--- src/design/jcs_pkg.sv ---
`timescale 1ns / 1ps
package jcs_pkg;

  localparam int MAX_JETS_DEF = 6;
  localparam int QDEPTH = 2;

  localparam logic [1:0] CMD_JET = 2'd0;
  localparam logic [1:0] CMD_MUON = 2'd1;
  localparam logic [1:0] CMD_RUN = 2'd2;

  localparam logic [2:0] REG_TOP_MASS = 3'd0;
  localparam logic [2:0] REG_W_MASS = 3'd1;
  localparam logic [2:0] REG_LEP_B_MASS = 3'd2;
  localparam logic [2:0] REG_W_WEIGHT = 3'd3;
  localparam logic [2:0] REG_TOP_WEIGHT = 3'd4;
  localparam logic [2:0] REG_LEP_B_WEIGHT = 3'd5;
  localparam logic [2:0] REG_PT_MIN = 3'd6;
  localparam logic [2:0] REG_ETA_MAX = 3'd7;

  localparam logic [15:0] TOP_MASS_RST = 16'd2758;
  localparam logic [15:0] W_MASS_RST = 16'd1286;
  localparam logic [15:0] LEP_B_MASS_RST = 16'd1458;
  localparam logic [15:0] W_WEIGHT_RST = 16'd1135;
  localparam logic [15:0] TOP_WEIGHT_RST = 16'd419;
  localparam logic [15:0] LEP_B_WEIGHT_RST = 16'd51;
  localparam logic [19:0] PT_MIN_RST = 20'd480;
  localparam logic [12:0] ETA_MAX_RST = 13'd2458;

  typedef struct packed {
    logic [15:0] top_mass;
    logic [15:0] w_mass;
    logic [15:0] lepton_b_mass;
    logic [15:0] w_weight;
    logic [15:0] top_weight;
    logic [15:0] lepton_b_weight;
    logic [19:0] pt_min;
    logic [12:0] eta_max;
  } cfg_t;

  typedef enum logic [1:0] {K_JET, K_MUON, K_RUN} kind_t;

  typedef struct packed {
    logic [19:0] energy;
    logic [19:0] mom_x;
    logic [19:0] mom_y;
    logic [19:0] mom_z;
  } vec_t;

  typedef struct packed {
    kind_t kind;
    vec_t  v;
    logic  method;
  } entry_t;

  typedef enum logic [1:0] {T_W, T_TOP, T_LEP} term_t;

  typedef enum logic [3:0] {
    ST_IDLE, ST_RD, ST_ACC, ST_SQE, ST_SQX, ST_SQY, ST_SQZ, ST_RINIT,
    ST_ROOT, ST_DIFF, ST_DSQ, ST_WT, ST_ADDT, ST_CMP, ST_EMIT
  } back_state_t;

  typedef logic [2:0] jidx_t;
  typedef jidx_t [3:0] tuple_t;

  typedef struct packed {
    logic   more;
    tuple_t t;
  } step_t;

  localparam tuple_t TUPLE_INIT = {3'd3, 3'd2, 3'd1, 3'd0};

  // next lexicographic permutation of the first k entries
  function automatic step_t next_perm(tuple_t p, logic four);
    int k;
    int i;
    int j;
    int m;
    logic found;
    tuple_t q;
    tuple_t r;
    step_t s;
    k = four ? 4 : 3;
    found = 1'b0;
    i = 0;
    j = 0;
    for (m = 0; m < 3; m++) begin
      if (m < k - 1 && p[m] < p[m+1]) begin
        i = m;
        found = 1'b1;
      end
    end
    for (m = 0; m < 4; m++) begin
      if (m < k && m > i && p[m] > p[i]) j = m;
    end
    q = p;
    q[i] = p[j];
    q[j] = p[i];
    r = q;
    for (m = 0; m < 4; m++) begin
      if (m > i && m < k) r[m] = q[2'(k + i - m)];
    end
    s.more = found;
    s.t = r;
    return s;
  endfunction

  // next lexicographic k-subset of 0..n-1
  function automatic step_t next_comb(tuple_t c, logic four, logic [3:0] n);
    int k;
    int i;
    int m;
    logic found;
    tuple_t r;
    step_t s;
    k = four ? 4 : 3;
    found = 1'b0;
    i = 0;
    for (m = 0; m < 4; m++) begin
      if (m < k && int'(c[m]) < int'(n) - k + m) begin
        i = m;
        found = 1'b1;
      end
    end
    r = c;
    for (m = 0; m < 4; m++) begin
      if (m >= i && m < k) r[m] = 3'(int'(c[i]) + 1 + m - i);
    end
    s.more = found;
    s.t = r;
    return s;
  endfunction

endpackage

--- src/design/jcs_queue.sv ---
`timescale 1ns / 1ps
module jcs_queue (
  input  logic            clk,
  input  logic            rst,
  input  logic            push,
  input  jcs_pkg::entry_t wdata,
  input  logic            pop,
  output jcs_pkg::entry_t head,
  output logic            full,
  output logic            empty
);

  localparam int PW = (jcs_pkg::QDEPTH > 1) ? $clog2(jcs_pkg::QDEPTH) : 1;
  localparam int CW = $clog2(jcs_pkg::QDEPTH + 1);

  jcs_pkg::entry_t slots [jcs_pkg::QDEPTH];
  logic [PW-1:0] wr;
  logic [PW-1:0] rd;
  logic [CW-1:0] count;

  assign full = (count == CW'(jcs_pkg::QDEPTH));
  assign empty = (count == '0);
  assign head = slots[rd];

  always_ff @(posedge clk) begin
    if (push) slots[wr] <= wdata;
  end

  always_ff @(posedge clk) begin
    if (rst) begin
      wr <= '0;
      rd <= '0;
      count <= '0;
    end else begin
      if (push) wr <= (wr == PW'(jcs_pkg::QDEPTH - 1)) ? '0 : wr + 1'b1;
      if (pop) rd <= (rd == PW'(jcs_pkg::QDEPTH - 1)) ? '0 : rd + 1'b1;
      if (push && !pop) count <= count + 1'b1;
      else if (pop && !push) count <= count - 1'b1;
    end
  end

endmodule

--- config.mk ---
export PLATFORM = sky130hd
export DESIGN_NAME = jcs_queue
export DESIGN_NICKNAME = d
export VERILOG_FILES = /design/src/design/jcs_pkg.sv /design/src/design/jcs_queue.sv
export SDC_FILE = /design/constraint.sdc
export NUM_CORES = 1
export LEC_CHECK = 0
export BUFFER_PORTS_ARGS = -buffer_cell sky130_fd_sc_hd__buf_2
export CORE_MARGIN = 5
export CORE_UTILIZATION = 40
export DETAILED_ROUTE_END_ITERATION = 10
export SETUP_SLACK_MARGIN = 0.1
export SYNTH_ARGS = -nofsm -noshare
export SYNTH_HDL_FRONTEND = slang
export SYNTH_SLANG_ARGS = --single-unit
--- constraint.sdc ---
create_clock -name clk -period 6.3 [get_ports clk]
set_input_delay 0.945 -clock clk [delete_from_list [all_inputs] [get_ports clk]]
set_output_delay 0.945 -clock clk [all_outputs]
set_load 0.05 [all_outputs]
==> qor.csv <==
stage;metric;value;unit
status;status;finished clean;
setup_path;Setup Crit Path Kind;flop to primary output;
global_routing;first-pass GRT wire length;17700;microns
clock_tree;Worst-Skew Late Latency;0.41;ns
synth;register area share after synthesis;81.8;%
global_routing;vias in the first global route;3455;
setup_path;R2R depth;2;
place;pre-CTS setup slack;3.16;ns
power;leak pwr;2.93;nW
synth;synth warn;0;
setup_path;crit path max-delay cell type;dfxtp_4;
sta;minimum clock period;3.20;ns
synth;Syn Inst Count;280;
setup_path;CP endpoint;head[37];
routing;wire length per cell;17.4;microns
synth;Seq cells post-synth;171;
setup_path;critical-path maximum fanout;83;
routing;DRC errors left;0;
sta;Worst Slack Setup Final;3.10;ns
setup_path;Setup crit start kind;flop;
floorplan;Die Wd;135;microns
sta;hold_ws;0.513;ns
clock_tree;CTS tree;done;
finish;Layout Nets;551;
synth;Mean Syn Cell Area;22.2;sq um
routing;Routed WL;11500;microns
sta;Final Max Slew Viols;0;
finish;Fillers;1270;
setup_path;endpoint type of the worst setup path;primary output;
synth;post-synthesis mux area share;15.0;%
finish;layout cells sized above 1;60.4;%
place;I/O Buffers;171;
floorplan;Chip Height;135;microns
global_routing;All-Layer GR Usage;12.8;%
clock_tree;cts bufs inserted;17;
clock_tree;Sink Count;171;
sta;worst rel slew slack;21.3;%
routing;met2 WL post-DR;5640;microns
routing;DR vias;3120;
setup_path;Critical Path RT;5.35;ns
synth;largest family of logic cells by synthesized area;multiplexers;
synth;post-synthesis adder-cell area fraction;0.201;%
global_routing;initial antenna violation count;2;
clock_tree;H-Tree Depth;4;
routing;DR top layer;met5;
setup_path;Worst R2R Start;wr;
sta;Final period util;50.7;%
routing;via-per-instance ratio;4.71;
setup_path;Arr. time, crit path;2.25;ns
finish;area delta synth->final;25.9;%
clock_tree;hold_buf cts;0;
floorplan;Site Rows;45;
power;PwrDens;360;nW/um^2
synth;post-synthesis cell type count;17;
synth;compound-cell area share of the yosys netlist;0.161;%
synth;simple-gate area share of the yosys netlist;0.744;%
clock_tree;Clock Tree Buf Depth;2;
finish;diodes inserted;0;
global_routing;largest net degree at the start of global routing;84;
clock_tree;post-CTS setup buffers;0;
sta;RSZ-0062 raised after global routing;false;
sta;Clock Skew;0.00485;ns
clock_tree;clk root buf;clkbuf_16;
setup_path;CP cell instances;mux2_2, buf_2;
floorplan;Initial Util;40.9;%
clock_tree;cts repair resizes;0;
min_path;worst hold path class;flop to flop;
floorplan;Core Area;15200;sq um
sta;Final Hold Violating Endpoints;0;
floorplan;num ports;172;
routing;metal1 wirelength;4770;microns
synth;post-synthesis xor/xnor area fraction;0.563;%
setup_path;Crit Reg-Reg Endpoint;slots[0][68];
synth;mapped cell area;6220;sq um
setup_path;flop2flop setup slack;3.98;ns
sta;Achievable Freq;0.313;GHz
routing;number of DRC markers in iteration 0;124;
clock_tree;clock-pin slew on the worst setup and hold paths;0.06;ns
power;total power;2.82;mW
routing;drt pass-1 iters;4;
global_routing;total gr overflow;0;
sta;Slew @ Worst Pin;1.18;ns
routing;met3 wire length;854;microns
place;routability cong.;0.695;
place;post-DP HPWL;7490;microns
sta;final setup TNS;0;ns
floorplan;Die ar.;18100;sq um
sta;final setup fails;0;
job;Max Cap Viol;0;
power;Worst VDD drop;190;uV
synth;Mapped Nets;368;
routing;post-route ant nets;0;
setup_path;max incr delay on CP;1.02;ns
[how the worst min path moves through the flow]
stage                         from        to  cells past startpoint
after floorplan           count[1]  count[1]                      2
after global placement    count[1]  count[1]                      2
after detailed placement        rd      flop                      2
after CTS                 count[1]  count[1]                      2
after global routing            rd      flop                      2
final                     count[1]  count[1]                      2
[final cells by class]
type,count,area [sq um],area share [%]
Clock buffer,17,425,5.43
Multi-Input combinational cell,99,1050,13.4
Timing Repair Buffer,173,871,11.1
Clock inverter,14,155,1.98
Inverter,1,3.75,0.0480
Sequential cell,171,5090,65.0
Tap cell,188,235,3.01
[sequential cells by signal, indices dropped and copies added, names as in the netlist, named ones only]
register and count:
slots 166, count 2, rd 1, wr 1
[cell usage in the layout, fill, tap and decap left out, drive strengths merged]
cell and instances:
a21oi 1, and2 1, and2b 1, buf 173
bufinv 3, clkbuf 17, clkinv 8, clkinvlp 3
dfxtp 5, edfxtp 166, ha 1, inv 1
mux2 83, nor2 5, nor2b 1, o21ai 1
or3 1, xnor2 2, xor2 2
[cells in the mapped netlist]
master | number | area [sq um]
xnor2_1 | 2 | 17.5
dfxtp_1 | 5 | 100
xor2_1 | 2 | 17.5
edfxtp_1 | 166 | 4980
mux2_2 | 83 | 935
nor2_1 | 5 | 18.8
buf_2 | 1 | 5.00
or3_1 | 1 | 6.26
a21oi_1 | 1 | 5.00
inv_1 | 1 | 3.75
buf_4 | 1 | 7.51
nor2b_1 | 1 | 6.26
and2_1 | 1 | 6.26
and2b_2 | 1 | 8.76
buf_6 | 7 | 78.8
ha_1 | 1 | 12.5
o21ai_0 | 1 | 5.00
[power breakdown]
| part | internal, mW | switching, mW | total [mW] | leakage, nW |
|---|---|---|---|---|
| sequential | 1.33 | 0.0361 | 1.36 | 1.60 |
| clock | 0.614 | 0.404 | 1.02 | 0.275 |
| combinational | 0.125 | 0.310 | 0.435 | 1.05 |
| total | 2.07 | 0.750 | 2.82 | 2.93 |
[cells by family after synthesis]
group	after synthesis
flip-flops	171
multiplexers	83
buffers and inverters	10
AND/OR/NAND/NOR	9
XOR/XNOR	4
AO/OA/AOI/OAI	2
adder cells (fa/ha/maj)	1
[through the flow]
stage | util [%] | instance area [sq um] | cells
floorplan | - | 6220 | 280
global placement | 47.7 | 7250 | 632
detailed placement | 47.7 | 7250 | 632
CTS | 51.5 | 7830 | 663
global route | 51.5 | 7830 | 663
finish | 51.5 | 7830 | 663
[layer usage]
metal / global-route usage [%] / vias to the layer above
met5: 0 / -
met4: 5.60 / 4
met3: 4.96 / 18
met2: 21.0 / 108
met1: 14.9 / 1518
li1: - / 1472
[worst max-delay path: cells and delay by family, from the launching register on]
kind | cells | cell delay [ns]
flops | 1 | 1.02
buf+inv | 1 | 0.21
mux | 1 | 0.44
Power figures use the tool's default switching activity.
