### src/design/jcs_pkg.sv
`timescale 1ns / 1ps
package jcs_pkg;

  localparam int MAX_JETS_DEF = 6;
  localparam int QDEPTH = 2;

  localparam logic [1:0] CMD_JET = 2'd0;
  localparam logic [1:0] CMD_MUON = 2'd1;
  localparam logic [1:0] CMD_RUN = 2'd2;

  localparam logic [2:0] REG_TOP_MASS = 3'd0;
  localparam logic [2:0] REG_W_MASS = 3'd1;
  localparam logic [2:0] REG_LEP_B_MASS = 3'd2;
  localparam logic [2:0] REG_W_WEIGHT = 3'd3;
  localparam logic [2:0] REG_TOP_WEIGHT = 3'd4;
  localparam logic [2:0] REG_LEP_B_WEIGHT = 3'd5;
  localparam logic [2:0] REG_PT_MIN = 3'd6;
  localparam logic [2:0] REG_ETA_MAX = 3'd7;

  localparam logic [15:0] TOP_MASS_RST = 16'd2758;
  localparam logic [15:0] W_MASS_RST = 16'd1286;
  localparam logic [15:0] LEP_B_MASS_RST = 16'd1458;
  localparam logic [15:0] W_WEIGHT_RST = 16'd1135;
  localparam logic [15:0] TOP_WEIGHT_RST = 16'd419;
  localparam logic [15:0] LEP_B_WEIGHT_RST = 16'd51;
  localparam logic [19:0] PT_MIN_RST = 20'd480;
  localparam logic [12:0] ETA_MAX_RST = 13'd2458;

  typedef struct packed {
    logic [15:0] top_mass;
    logic [15:0] w_mass;
    logic [15:0] lepton_b_mass;
    logic [15:0] w_weight;
    logic [15:0] top_weight;
    logic [15:0] lepton_b_weight;
    logic [19:0] pt_min;
    logic [12:0] eta_max;
  } cfg_t;

  typedef enum logic [1:0] {K_JET, K_MUON, K_RUN} kind_t;

  typedef struct packed {
    logic [19:0] energy;
    logic [19:0] mom_x;
    logic [19:0] mom_y;
    logic [19:0] mom_z;
  } vec_t;

  typedef struct packed {
    kind_t kind;
    vec_t  v;
    logic  method;
  } entry_t;

  typedef enum logic [1:0] {T_W, T_TOP, T_LEP} term_t;

  typedef enum logic [3:0] {
    ST_IDLE, ST_RD, ST_ACC, ST_SQE, ST_SQX, ST_SQY, ST_SQZ, ST_RINIT,
    ST_ROOT, ST_DIFF, ST_DSQ, ST_WT, ST_ADDT, ST_CMP, ST_EMIT
  } back_state_t;

  typedef logic [2:0] jidx_t;
  typedef jidx_t [3:0] tuple_t;

  typedef struct packed {
    logic   more;
    tuple_t t;
  } step_t;

  localparam tuple_t TUPLE_INIT = {3'd3, 3'd2, 3'd1, 3'd0};

  // next lexicographic permutation of the first k entries
  function automatic step_t next_perm(tuple_t p, logic four);
    int k;
    int i;
    int j;
    int m;
    logic found;
    tuple_t q;
    tuple_t r;
    step_t s;
    k = four ? 4 : 3;
    found = 1'b0;
    i = 0;
    j = 0;
    for (m = 0; m < 3; m++) begin
      if (m < k - 1 && p[m] < p[m+1]) begin
        i = m;
        found = 1'b1;
      end
    end
    for (m = 0; m < 4; m++) begin
      if (m < k && m > i && p[m] > p[i]) j = m;
    end
    q = p;
    q[i] = p[j];
    q[j] = p[i];
    r = q;
    for (m = 0; m < 4; m++) begin
      if (m > i && m < k) r[m] = q[2'(k + i - m)];
    end
    s.more = found;
    s.t = r;
    return s;
  endfunction

  // next lexicographic k-subset of 0..n-1
  function automatic step_t next_comb(tuple_t c, logic four, logic [3:0] n);
    int k;
    int i;
    int m;
    logic found;
    tuple_t r;
    step_t s;
    k = four ? 4 : 3;
    found = 1'b0;
    i = 0;
    for (m = 0; m < 4; m++) begin
      if (m < k && int'(c[m]) < int'(n) - k + m) begin
        i = m;
        found = 1'b1;
      end
    end
    r = c;
    for (m = 0; m < 4; m++) begin
      if (m >= i && m < k) r[m] = 3'(int'(c[i]) + 1 + m - i);
    end
    s.more = found;
    s.t = r;
    return s;
  endfunction

endpackage

### src/design/jcs_front.sv
`timescale 1ns / 1ps
module jcs_front (
  input  logic              item_valid,
  output logic              item_stall,
  input  logic [1:0]        command,
  input  logic [19:0]       energy,
  input  logic signed [19:0] mom_x,
  input  logic signed [19:0] mom_y,
  input  logic signed [19:0] mom_z,
  input  logic [19:0]       trans_mom,
  input  logic [12:0]       abs_eta,
  input  logic              method,
  input  jcs_pkg::cfg_t     cfg,
  input  logic              full,
  output logic              push,
  output jcs_pkg::entry_t   entry
);

  logic keep;

  // drop failing jets and unknown commands here
  always_comb begin
    keep = 1'b0;
    entry.kind = jcs_pkg::K_JET;
    entry.v.energy = energy;
    entry.v.mom_x = mom_x;
    entry.v.mom_y = mom_y;
    entry.v.mom_z = mom_z;
    entry.method = method;
    case (command)
      jcs_pkg::CMD_JET: keep = (abs_eta < cfg.eta_max) && (trans_mom > cfg.pt_min);
      jcs_pkg::CMD_MUON: begin
        keep = 1'b1;
        entry.kind = jcs_pkg::K_MUON;
      end
      jcs_pkg::CMD_RUN: begin
        keep = 1'b1;
        entry.kind = jcs_pkg::K_RUN;
      end
      default: keep = 1'b0;
    endcase
  end

  assign item_stall = full;
  assign push = item_valid && !full && keep;

endmodule

### config.mk
export PLATFORM = sky130hd
export DESIGN_NAME = jcs_front
export DESIGN_NICKNAME = d
export VERILOG_FILES = /design/src/design/jcs_pkg.sv /design/src/design/jcs_front.sv
export SDC_FILE = /design/constraint.sdc
export NUM_CORES = 1
export LEC_CHECK = 0
export BUFFER_PORTS_ARGS = -buffer_cell sky130_fd_sc_hd__buf_2
export CORE_AREA = 4 4 126 128
export DETAILED_ROUTE_END_ITERATION = 16
export DIE_AREA = 0 0 130 132
export GPL_ROUTABILITY_DRIVEN = 1
export PLACE_DENSITY_LB_ADDON = 0.08
export SLEW_MARGIN = 30
export SYNTH_ARGS = -nofsm -noshare
export SYNTH_HDL_FRONTEND = slang
export SYNTH_SLANG_ARGS = --single-unit
### constraint.sdc
create_clock -name vclk -period 3.1
set_input_delay 0.62 -clock vclk [all_inputs]
set_output_delay 0.62 -clock vclk [all_outputs]
set_load 0.005 [all_outputs]
==> results of run 1 <==
==> area by class of cell <==
type / instances / share of cell area
repair buffers: 74 / 0.246
inverters: 36 / 0.0898
multi-input cells: 89 / 0.508
well taps: 188 / 0.156
==> worst max-delay path by stage <==
stage                 to  cells after the start
finish              push                      9
global route        push                      9
CTS                 push                      9
detailed placement  push                      9
global placement    push                      9
floorplan           push                      7
==> layout by cell type, fill, tap and decap left out <==
master / count
buf_2: 74
a21o_1: 1
nand2_1: 9
a21oi_1: 11
nor4b_2: 1
nor4_1: 2
a32oi_1: 1
and4bb_1: 1
nor2_1: 5
nand4_1: 3
and4_1: 2
nand4b_1: 1
o21ai_1: 2
ha_1: 36
or3_1: 1
o21ai_0: 2
a32oi_2: 1
o211ai_1: 1
nand3_1: 5
a221oi_1: 1
nor2b_1: 1
a211oi_1: 1
a21boi_0: 1
inv_1: 36
==> cell families after synthesis <==
family / Yosys count / share of synthesized area
and+or+nand+nor: 31 / 0.116
AOI/OAI and AO/OA: 22 / 0.0917
adders and majority gates: 36 / 0.297
buffers and inverters: 118 / 0.495
==> worst max-delay path, stage by stage <==
cell and delay, ns:
buf_2 0.08, inv_1 0.03, ha_1 0.31, nand4_1 0.17, nor4_1 0.38, a32oi_1 0.18, o211ai_1 0.17, a32oi_2 0.07
buf_2 0.15
==> stage by stage <==
step           utilization  instance area, um^2  worst slack, ns
5_1_grt              0.101                 1510            0.102
6_report             0.101                 1510            0.326
4_1_cts              0.101                 1510            0.170
2_1_floorplan            -                 1520            0.790
3_5_place_dp         0.101                 1510            0.170
3_3_place_gp         0.101                 1510            0.287
==> power breakdown <==
| part | total, W | internal, W | switching, W | leakage, nW |
|---|---|---|---|---|
| combinational | 0.000146 | 0.0000754 | 0.0000706 | 0.862 |
| clock | 0 | 0 | 0 | 0 |
| sequential | 0 | 0 | 0 | 0 |
==> per-layer routing <==
layer  GRT usage  part of all wire  wire (um)  vias up
met5           0                 0          0        -
met4      0.0127             0.018         72        0
met3      0.0130              0.12        484       16
met2      0.0653              0.40       1590       60
met1      0.0583              0.45       1780      443
li1            -                 -          -      578
==> summary.txt, run 1 <==
Status
  – Status: finished, final reports clean

Die
  – Core Region: 14900 um^2
  – Initial Util: 0.102
  – Die ar.: 17200 um^2
  – Ports: 332
  – Num rows: 45
  – Die width: 130 um
  – Die height: 132 um

Critical path
  – CP startpoint: cfg[12]
  – WP data arrival: 2.15 ns
  – Crit start category: input pin
  – Setup Crit Path Kind: input pin to output port
  – Req. time, crit path: 2.48 ns
  – Critical Path End Type: output port
  – Crit path max fanout: 2

Drt
  – Drt pass-1 iters: 2
  – DRT iter0 DRCs: 4
  – Drt wl/cell: 10.1 um
  – DRC viols: 0
  – Vias: 1097
  – Routed Antenna Nets: 0
  – Vias/cell: between 2 and 3
  – Total Routed Length: 3.92 mm

Min path
  – Hold Crit Endpoint: entry[10]
  – Worst hold path type: input pin to output port
  – Hold Startpoint: mom_z[9]
  – Worst Hold Depth: 0

Finish
  – Area occupied by multi-input gates: between 700 and 800 um^2
  – Post-Layout Cell Count: just under 400
  – Ant diodes: 0
  – Share of post-route cells with drive strength above 1: 0.382
  – Final sequential cell count: 0
  – FF/Latch Area: 0 um^2
  – Nets: approximately 480
  – Filler Cells Inserted: 1790
  – Area grow syn2layout: -0.661%
  – CLK BUF: 0

Power
  – Power Density: 97.0 nW/um^2
  – Leak: 0.862 nW
  – Peak supply drop: 0.0228 mV
  – Final Power: 0.000146 W

Clock tree
  – CTS Hold Bufs: 0
  – Setup bufs post-CTS: 0
  – Post_cts resized: 0

Placed design
  – Placed cell count: slightly below 400
  – DP Wirelength: 3.82 mm
  – Port Buffers: between 70 and 80
  – Placer Congestion: 0.641

Global route
  – Tot GR Track Use: 0.0430
  – Largest net degree at the start of global routing: 4
  – Total grt overflow: 0
  – Vias in the first global route: 1255
  – First-pass GRT wire length: 6.07 mm
  – Initial antenna violation count: 0

Synthesis
  – Post-synth cell types: 24
  – Syn Area/Cell: 7.32 um^2
  – Top-area cell type share of the netlist area: 0.406
  – Top-count cell post-synth: buf_4
  – Mapped Nets: 490
  – Sequential share of the synthesized area: 0
  – Post-Syn Instances: 207
  – List of most frequent post-synthesis cells: buf_4, ha_1, inv_1
  – Largest cells by area after synthesis: buf_4, ha_1, inv_1
  – Yosys Warn Count: 0
  – Area leader, netlist: buf_4
  – Netlist Area Pre-Place: 1520 um^2

STA
  – Final hold vios: 0
  – Hold slack: between 1 and 1.5 ns
  – Fin. max-slew vios: 0
  – Setup violators final: 0
  – Final period util: 0.895
  – Rel. slew slack: 0.735
  – Peak Freq: 0.361 GHz
  – Worst Tran Pin Value: 0.394 ns
  – RSZ-0062 raised after global routing: false
  – Minimum clock period after layout: 2.77 ns
  – Fin Setup TNS: 0 ns

Job
  – Number of max-cap violations: 0
(Power assumes the default switching activity.)
==> run 2, diff against run 1 <==
CELL_PAD_IN_SITES_DETAIL_PLACEMENT = 2   (was not set)
CELL_PAD_IN_SITES_GLOBAL_PLACEMENT = 2   (was not set)
CORE_AREA = not set   (was 4 4 126 128)
CORE_ASPECT_RATIO = 0.75   (was not set)
CORE_MARGIN = 4   (was not set)
CORE_UTILIZATION = 10   (was not set)
DIE_AREA = not set   (was 0 0 130 132)
SLEW_MARGIN = 15   (was 30)
==> run 2 against run 1 <==
Effect of this change: critical path depth did not move; sequential cell count did not move; power rose by 3.5%; fmax fell by 0.90%; utilization rose by 0.25 points; global-route usage rose by 0.33 points; hold slack did not move; via count rose by 3.4%; first-iteration DRC count rose to 4.0 times the previous value; die area rose by 0.27%.
==> summary.txt, run 2 (synthesized netlist as in run 1, its figures left out) <==
Status
  – Status: finished, final reports clean

STA
  – Fin Setup TNS: 0 ns
  – Rel. slew slack: 0.766
  – Final hold vios: 0
  – Final period util: 0.903
  – Worst Tran Pin Value: 0.348 ns
  – Fin worst setup slack: 0.301 ns
  – Setup violators final: 0
  – RSZ-0062 raised after global routing: false
  – Fin. max-slew vios: 0
  – Minimum clock period after layout: 2.80 ns
  – Peak Freq: 0.357 GHz

Die
  – Core Region: between 10000 and 15000 um^2
  – Die height: 115 um
  – Die ar.: 17200 um^2
  – Ports: around 330
  – Initial Util: 0.103
  – Num rows: 38
  – Die width: between 150 and 200 um

Critical path
  – Setup Crit Path Kind: input pin to output port
  – Req. time, crit path: between 2 and 2.5 ns
  – CP Cell Sequence: buf_2, inv_1, ha_1, nand4_1, nor4_1, a32oi_1, o211ai_1, a32oi_2, buf_2
  – Crit start category: input pin
  – Slowest-stage cell, CP: nor4_1
  – Most frequent CP cell: buf_2
  – Critical Path Max Stage Delay: 0.41 ns
  – WP data arrival: 2.18 ns
  – Crit path max fanout: 2
  – Critical Path End Type: output port

Clock tree
  – Post_cts resized: 0
  – CTS Hold Bufs: 0
  – Setup bufs post-CTS: 0

Drt
  – Vias/cell: between 2 and 3
  – Total Routed Length: 4.32 mm
  – Vias: 1134
  – DRC viols: 0
  – Routed Antenna Nets: 0
  – DRT iter0 DRCs: 16
  – Drt wl/cell: 10.8 um
  – Drt pass-1 iters: 2

Placed design
  – DP Wirelength: roughly 4.2 mm
  – Port Buffers: 74
  – Placer Congestion: 0.620
  – Worst slack at placement: around 0.25 ns

Finish
  – Most frequent cells in the layout: buf_2, inv_1, ha_1
  – Nets: 484
  – Final sequential cell count: 0
  – Share of post-route cells with drive strength above 1: 0.382
  – Area grow syn2layout: 0.330%
  – Ant diodes: 0
  – FF/Latch Area: 0 um^2
  – CLK BUF: 0
  – Leading cell type in the layout, fill and taps excluded: buf_2

Global route
  – Total grt overflow: 0
  – Grt met2 use: 0.0702
  – Met3 GRT Util: 0.00910
  – Vias in the first global route: ~1300
  – Tot GR Track Use: 0.0463
  – Most Used Layer, Global Route: met2
  – Initial antenna violation count: 0
  – First-pass GRT wire length: approximately 6.4 mm
  – GR met1 Demand/Resource: 0.0685
  – Largest net degree at the start of global routing: 4

Min path
  – Hold Startpoint: mom_z[9]
  – Worst Hold Depth: 0
  – Worst hold path type: input pin to output port
  – Hold Crit Endpoint: entry[10]

Power
  – Power Density: ~100 nW/um^2
  – Peak supply drop: 0.0205 mV
  – Leak: approximately 0.86 nW

Job
  – Number of max-cap violations: 0
run 2: per-layer routing:
layer	up-vias	routed length (um)
li1	576	-
met1	502	2100
met2	50	1770
met3	6	435
met4	0	17
met5	-	0
run 2: how the worst max path moves through the flow:
stage | from | to | slack, ns | cells after the start
after floorplan | cfg[20] | push | 0.79 | 7
after global placement | cfg[12] | push | 0.21 | 9
after detailed placement | cfg[12] | push | 0.25 | 9
after CTS | cfg[12] | push | 0.24 | 9
after global routing | abs_eta[11] | push | 0.09 | 8
final | cfg[12] | push | 0.30 | 9
run 2: final cells by class:
cell class	count	area, um^2
timing repair buffer	74	370
tap	200	250
inverter	36	135
fill	1816	13100
multi-input combinational	89	764
run 2: worst max-delay path, delay by kind of cell:
kind,cells,cell delay (ns)
AND/OR/NAND/NOR,2,0.59
adder cells (fa/ha/maj),1,0.31
buffers and inverters,3,0.26
AO/OA/AOI/OAI,3,0.40
run 2: report_power, final:
group	switching [W]	total [W]	internal (W)
registers	0	0	0
clock network	0	0	0
logic	0.0000745	0.000151	0.0000766
total	0.0000745	0.000151	0.0000766
run 2: through the flow:
| step | area (um^2) | hold slack [ns] | util | std cells | total power (W) |
|---|---|---|---|---|---|
| 2_1_floorplan | 1520 | 1.32 | - | 207 | 0.000161 |
| 3_3_place_gp | 1520 | 1.24 | 0.104 | 399 | 0.000159 |
| 3_5_place_dp | 1520 | 1.24 | 0.104 | 399 | 0.000158 |
| 4_1_cts | 1520 | 1.24 | 0.104 | 399 | 0.000159 |
| 5_1_grt | 1520 | 1.24 | 0.104 | 399 | 0.000183 |
| 6_report | 1520 | 1.24 | 0.104 | 399 | 0.000151 |
==> run 3, diff against run 2 <==
BUFFER_PORTS_ARGS = not set   (was -buffer_cell sky130_fd_sc_hd__buf_2)
CORE_AREA = 4 4 128 130   (was not set)
CORE_ASPECT_RATIO = not set   (was 0.75)
CORE_MARGIN = not set   (was 4)
CORE_UTILIZATION = not set   (was 10)
DIE_AREA = 0 0 132 134   (was not set)
DONT_BUFFER_PORTS = 1   (was not set)
REMOVE_ABC_BUFFERS = 1   (was not set)
==> run 3 against run 2 <==
Effect of this change: cell count is 22% lower; utilization fell by 2.9 points; final area fell by 25%; via count down 3.2%; power is 31% lower; critical endpoint unchanged; largest power group unchanged; critical path depth fell by 2; first-iteration DRC count fell by 13%; largest cell class unchanged; critical path type unchanged; hold slack is the same.
==> summary.txt, run 3 (synthesized netlist as in run 1, its figures left out) <==
Power
  – Final Power: 0.000105 W
  – Peak supply drop: 0.0153 mV
  – Leak: approximately 0.57 nW
  – Power Density: roughly 92 nW/um^2

STA
  – Peak Freq: 0.377 GHz
  – Setup violators final: 0
  – Final hold vios: 0
  – Worst Tran Pin Value: roughly 0.3 ns
  – Fin Setup TNS: 0 ns
  – Fin. max-slew vios: 0
  – Minimum clock period after layout: 2.65 ns
  – Final period util: 0.856
  – Rel. slew slack: 0.799
  – RSZ-0062 raised after global routing: false

Drt
  – Drt wl/cell: between 40 and 50 um
  – DRC viols: 0
  – Vias/cell: between 3 and 4
  – Vias: 1098
  – DRT iter0 DRCs: 14
  – Total Routed Length: 12.9 mm
  – Drt pass-1 iters: 4
  – Routed Antenna Nets: 0

Clock tree
  – Post_cts resized: 0
  – CTS Hold Bufs: 0
  – Setup bufs post-CTS: 0

Global route
  – Grt met2 use: 0.283
  – Met3 GRT Util: 0.132
  – Largest net degree at the start of global routing: 4
  – Total grt overflow: 0
  – Tot GR Track Use: 0.137
  – Vias in the first global route: 1249
  – Initial antenna violation count: 7
  – First-pass GRT wire length: between 15 and 20 mm
  – GR met1 Demand/Resource: 0.0470
  – Most Used Layer, Global Route: met2

Critical path
  – Req. time, crit path: 2.48 ns
  – CP Cell Sequence: inv_1, ha_1, and4_1, and4bb_1, a21oi_1, o211ai_1, a32oi_2
  – Slowest-stage cell, CP: ha_1
  – Critical Path Max Stage Delay: 0.30 ns
  – Setup Crit Path Kind: input pin to output port
  – WP data arrival: 2.03 ns
  – Crit start category: input pin
  – Critical Path End Type: output port
  – Crit path max fanout: 3

Finish
  – Final sequential cell count: 0
  – Nets: 410
  – Util after Layout: 0.0749
  – Ant diodes: 0
  – Post-Layout Cell Count: ~310
  – FF/Latch Area: 0 um^2
  – Area grow syn2layout: -25.1%
  – Most frequent cells in the layout: inv_1, ha_1, a21oi_1
  – Area occupied by multi-input gates: 764 um^2
  – Filler Cells Inserted: 1785
  – Share of post-route cells with drive strength above 1: 0.0160
  – CLK BUF: 0

Min path
  – Worst hold path type: input pin to output port

Placed design
  – DP Wirelength: between 10 and 15 mm
  – Port Buffers: 0
  – Placed cell count: 313
  – Placer Congestion: roughly 0.85

Die
  – Die height: 134 um
  – Initial Util: 0.100
  – Core Region: approximately 15000 um^2
  – Die ar.: between 15000 and 20000 um^2
  – Num rows: 45
  – Ports: 332
  – Die width: 132 um

Status
  – Status: finished, final reports clean

Job
  – Number of max-cap violations: 0
## run 3: layout make-up
type,instances,share of cell area
multi-input combinational,89,0.674
tap,188,0.207
inverter,36,0.119
## run 3: critical path: cells and delay by family
family	cells	cell delay, ns
adder cells (fa/ha/maj)	1	0.30
AND/OR/NAND/NOR	2	0.46
buffers and inverters	1	0.03
AO/OA/AOI/OAI	3	0.62
## run 3: final timing paths
kind / start / to / slack [ns] / cells past startpoint
worst min-delay path: full / item_stall / 1.24 / 0
worst max-delay path: cfg[20] / push / 0.45 / 7
## run 3: through the flow
| stage | cell area, um^2 | hold WS [ns] | setup WS [ns] |
|---|---|---|---|
| after global routing | 1130 | 1.24 | 0.295 |
| after detailed placement | 1130 | 1.24 | 0.427 |
| final | 1130 | 1.24 | 0.446 |
| after global placement | 1130 | 1.24 | 0.432 |
| after CTS | 1130 | 1.24 | 0.422 |
| after floorplan | 900 | 1.24 | 0.790 |
## run 3: per-layer routing
layer | vias up | routed length, um
li1 | 430 | -
met1 | 441 | 1610
met2 | 163 | 7230
met3 | 50 | 2740
met4 | 14 | 1270
met5 | - | 80
## run 3: report_power, final
| group | switching [W] | leakage [nW] | total [W] | internal, W |
|---|---|---|---|---|
| Clock | 0 | 0 | 0 | 0 |
| Combinational | 0.0000593 | 0.568 | 0.000105 | 0.0000455 |
| Sequential | 0 | 0 | 0 | 0 |
